$ cat config.mk
export PLATFORM = sky130hd
export DESIGN_NAME = ple_ctrl
export DESIGN_NICKNAME = d
export VERILOG_FILES = /design/src/hdl/ple_pkg.sv /design/src/hdl/ple_ctrl.sv
export SDC_FILE = /design/constraint.sdc
export NUM_CORES = 1
export LEC_CHECK = 0
export BUFFER_PORTS_ARGS = -buffer_cell sky130_fd_sc_hd__buf_2
export CORE_AREA = 3 3 40 42
export CTS_BUF_LIST = sky130_fd_sc_hd__clkbuf_8
export CTS_CLUSTER_SIZE = 40
export DETAILED_ROUTE_END_ITERATION = 7
export DIE_AREA = 0 0 43 45
export SYNTH_ARGS = -nofsm -noshare
export SYNTH_HDL_FRONTEND = slang
export SYNTH_SLANG_ARGS = --single-unit
$ cat constraint.sdc
create_clock -name clk -period 1.3 [get_ports clk]
set_input_delay 0.13 -clock clk [delete_from_list [all_inputs] [get_ports clk]]
set_output_delay 0.13 -clock clk [all_outputs]
set_load 0.005 [all_outputs]
$ cat src/hdl/ple_pkg.sv
// Shared types, codes and widths for the positional list engine.
`default_nettype none

package ple_pkg;

    localparam int LIST_DEPTH_DEF = 64;

    localparam int ACTION_W = 3;
    localparam int POS_W    = 7;
    localparam int VAL_W    = 32;
    localparam int STATUS_W = 2;
    localparam int LENGTH_W = 7;
    localparam int CMP_W    = POS_W + 1;

    localparam logic [ACTION_W-1:0] ACT_INS_HEAD = 3'd0;
    localparam logic [ACTION_W-1:0] ACT_INS_TAIL = 3'd1;
    localparam logic [ACTION_W-1:0] ACT_INS_POS  = 3'd2;
    localparam logic [ACTION_W-1:0] ACT_DELETE   = 3'd3;
    localparam logic [ACTION_W-1:0] ACT_DUMP     = 3'd4;

    localparam logic [STATUS_W-1:0] ST_OK    = 2'd0;
    localparam logic [STATUS_W-1:0] ST_FULL  = 2'd1;
    localparam logic [STATUS_W-1:0] ST_RANGE = 2'd2;
    localparam logic [STATUS_W-1:0] ST_EMPTY = 2'd3;

    typedef struct packed {
        logic capture;
        logic exec;
        logic dump_step;
    } ple_ctl_t;

    typedef struct packed {
        logic is_dump;
        logic empty;
        logic out_free;
        logic dump_last;
    } ple_stat_t;

endpackage

`default_nettype wire

$ cat src/hdl/ple_ctrl.sv
// Controller state machine sequencing capture, execute and dump beats.
`default_nettype none

module ple_ctrl (
    input  wire logic              clk,
    input  wire logic              rst_n,
    input  wire logic              cmd_valid,
    output logic                   cmd_ready,
    output ple_pkg::ple_ctl_t      ctl,
    input  wire ple_pkg::ple_stat_t st
);
    import ple_pkg::*;

    typedef enum logic [2:0] {
        S_IDLE = 3'b001,
        S_EXEC = 3'b010,
        S_DUMP = 3'b100
    } ple_state_t;

    ple_state_t state_reg, state_next;

    always_comb
    begin
        state_next    = state_reg;
        cmd_ready     = 1'b0;
        ctl           = '0;
        case (state_reg)
            S_IDLE:
            begin
                cmd_ready   = 1'b1;
                ctl.capture = cmd_valid;
                if (cmd_valid)
                begin
                    state_next = S_EXEC;
                end
            end
            S_EXEC:
            begin
                if (st.out_free)
                begin
                    ctl.exec   = 1'b1;
                    state_next = (st.is_dump && !st.empty) ? S_DUMP : S_IDLE;
                end
            end
            S_DUMP:
            begin
                if (st.out_free)
                begin
                    ctl.dump_step = 1'b1;
                    if (st.dump_last)
                    begin
                        state_next = S_IDLE;
                    end
                end
            end
            default:
            begin
                state_next = S_IDLE;
            end
        endcase
    end

    always_ff @(posedge clk or negedge rst_n)
    begin
        if (!rst_n)
        begin
            state_reg <= S_IDLE;
        end
        else
        begin
            state_reg <= state_next;
        end
    end

endmodule

`default_nettype wire

==> flow_metrics.env <==
export IMPL_dr_pass1_iters=4
export IMPL_final_core_util_pct=28.3
export IMPL_pwr_share_seq_pct=26.2
export IMPL_post_drt_wl_per_cell_um=9.98
export IMPL_tightest_slew_ns=0.266
export IMPL_r2r_cells=4
export IMPL_timing_fmax_ghz=0.759
export IMPL_cp_end_kind="primary output"
export IMPL_stdcell_count=54
export IMPL_hold_viol_final=0
export IMPL_timing_rr_end="state_reg[0]"
export IMPL_status="finished, violations left"
export IMPL_finClkSkew_ns=0.00376
export IMPL_intPower_mw=0.506
export IMPL_fp_row_count=13
export IMPL_syn_avg_cell_area_um2=10.0
export IMPL_clockBufferDepth=2
export IMPL_comb_power_share_pct=37.0
export IMPL_synth_compound_area_share_pct=15.5
export IMPL_dp_hpwl_um=378
export IMPL_startpoint_type="register"
export IMPL_wl_um=539
export IMPL_io_pins=11
export IMPL_die_area_mm2=0.00194
export IMPL_antenna_cells=0
export IMPL_cap_violations=0
export IMPL_grt_pass1_vias=228
export IMPL_clockPowerShare_pct=36.8
export IMPL_vias=219
export IMPL_drt_iter0_markers=6
export IMPL_die_w_um=43
export IMPL_final_nets=47
export IMPL_setup_tns_ns=-0.0269
export IMPL_violations="negative setup slack"
export IMPL_switchingPower_mw=0.197
export IMPL_synthArstFlopShare_pct=100
export IMPL_port_buffers=10
export IMPL_critPathMaxFanout=4
export IMPL_antenna_found_initial=0
export IMPL_yosysTopAreaCell="dfrtp_1"
export IMPL_clkLatencyLatePin_ns=0.21
export IMPL_grt_pass1_wl_um=903
export IMPL_powerDensity_mw_per_mm2=1930
export IMPL_post_place_ws_ns=0.141
export IMPL_cts_tree="done"
export IMPL_root_buffer="clkbuf_8"
export IMPL_core_mm2=0.00128
export IMPL_htree_num_levels=1
export IMPL_maxSlewHeadroom_pct=82.2
export IMPL_synthMuxAreaShare_pct=0
export IMPL_largest_reg_flops=3
export IMPL_cts_sinks=3
export IMPL_synthCells=21
export IMPL_place_area_um2=279
export IMPL_synth_top_family_by_area="simple AND/OR/NAND/NOR gates"
export IMPL_ys_warn_count=0
export IMPL_syn_nets=28
export IMPL_clk_pin_slew_worst_paths_ns=0.03
export IMPL_grt_total_usage_pct=6.61
export IMPL_start_util_pct=16.4
export IMPL_total_power_mw=0.703
export IMPL_ir_worst_vdd_mv=0.651
export IMPL_synth_edf_count=0
export IMPL_synth_area_leaders="dfrtp_1 (24%), dfstp_2 (13%), a21oi_1 (7.1%), and4bb_1 (6.0%), and4bb_2 (6.0%)"
export IMPL_cts_made_buffers=3
export IMPL_grt_overflow_total=0
export IMPL_syn_to_final_growth_pct=73.2
export IMPL_synth_xor_area_share_pct=0
export IMPL_place_congestion=0.604
export IMPL_synthMostInstantiatedCell="a21oi_1"
export IMPL_worstPathArrival_ns=1.19
export IMPL_synth_ff_latch_count=3
export IMPL_yosys_most_used_dff="dfrtp_1"
export IMPL_swShare_pct=28.0
export IMPL_min_period_ns=1.32
export IMPL_fin_crit_sh_pct=101
export IMPL_fin_area_um2=364
export IMPL_synth_top_area_share_pct=23.8
export IMPL_die_height_um=45
export IMPL_crit_reg2reg_launch="state_reg[0]"
export IMPL_drc=0
export IMPL_syn_cell_area_um2=210
export IMPL_synth_cell_types=16
export IMPL_slew_viol_final=0
export IMPL_r2r_setup_slack_ns=0.18
export IMPL_synth_simple_area_share_pct=48.2
export IMPL_synth_common_cells="a21oi_1 (3), dfrtp_1 (2), nand2_1 (2), nor2_1 (2)"
export IMPL_drive_gt1_share_pct=53.8
export IMPL_ant_nets=0
export IMPL_placed_cells=46
export IMPL_synth_adder_area_share_pct=0
export IMPL_fin_ws_ns=-0.0174
export IMPL_ys_seq_area_share_pct=36.3
export IMPL_setup_viol=2
export IMPL_worstPathRequired_ns=1.17
export IMPL_critPathKind="reg2out"
export IMPL_grt_max_degree=9
export IMPL_rsz0062_at_grt="true"
export IMPL_hp_class="in2async"
export IMPL_vias_per_cell=4.06
export IMPL_p_leak_nw=0.175
export IMPL_hold_ws_ns=0.234
[worst max-delay path: stages (launching register included)]
cell and delay (ns):
dfstp_2 0.54, nor3b_4 0.19, and2_1 0.14, buf_2 0.10
[worst max-delay path by stage]
stage                             from     end  slack, ns
after floorplan           state_reg[0]  ctl[2]       0.27
after global placement    state_reg[0]  ctl[2]       0.20
after detailed placement  state_reg[0]  ctl[2]       0.14
after CTS                 state_reg[0]  ctl[2]      -0.04
after global routing      state_reg[0]  ctl[2]      -0.09
final                     state_reg[0]  ctl[2]      -0.02
[area by class of cell]
type	instances	area (um^2)
flip-flops and latches	3	77.6
multi-input cells	18	140
clock buffers	3	41.3
well taps	15	18.8
fillers	140	921
clock inverters	1	3.75
repair buffers	14	82.6
[power groups by stage]
stage	clock [mW]	combinational [mW]	sequential, mW
3_3_place_gp	0	0.172	0.186
5_1_grt	0.276	0.284	0.196
6_report	0.259	0.260	0.184
3_5_place_dp	0	0.177	0.188
4_1_cts	0.269	0.263	0.182
2_1_floorplan	0	0.114	0.174
[per-layer routing]
layer  track usage, %  wire length, um  share of wire, %  vias up
li1                 -                -                 -      116
met1             7.80              261                48       94
met2             8.98              215                40        9
met3             3.19               63                12        0
met4             5.42                0                 0        0
met5                0                0                 0        -
[cell usage in the layout, fill, tap and decap left out, drive strengths merged, types with 2 or more instances in the layout]
| cell type | synthesis | routed |
|---|---|---|
| nand2 | 2 | 2 |
| clkbuf | 0 | 3 |
| buf | 0 | 13 |
| a21oi | 3 | 3 |
| dfrtp | 2 | 2 |
| and4bb | 2 | 2 |
| nor2 | 2 | 2 |
| nor3b | 2 | 2 |
[repair_timing]
item | 4_1_cts | 5_1_grt
pin swaps | 1 | 1
gates resized for setup | 2 | 0
hold endpoints to repair | 3 | 0
cloned | 0 | 0
buffers inserted | 3 | 0
hold buffers | 1 | 0
endpoints found under the setup margin | 2 | 2
[logic make-up (layout without fill, tap and decap cells)]
kind of cell	after synthesis	count (layout)
AO/OA/AOI/OAI	5	5
flip-flops	3	3
AND/OR/NAND/NOR	13	13
buffers and inverters	0	18
No activity file was read; power rests on OpenSTA's default activity.
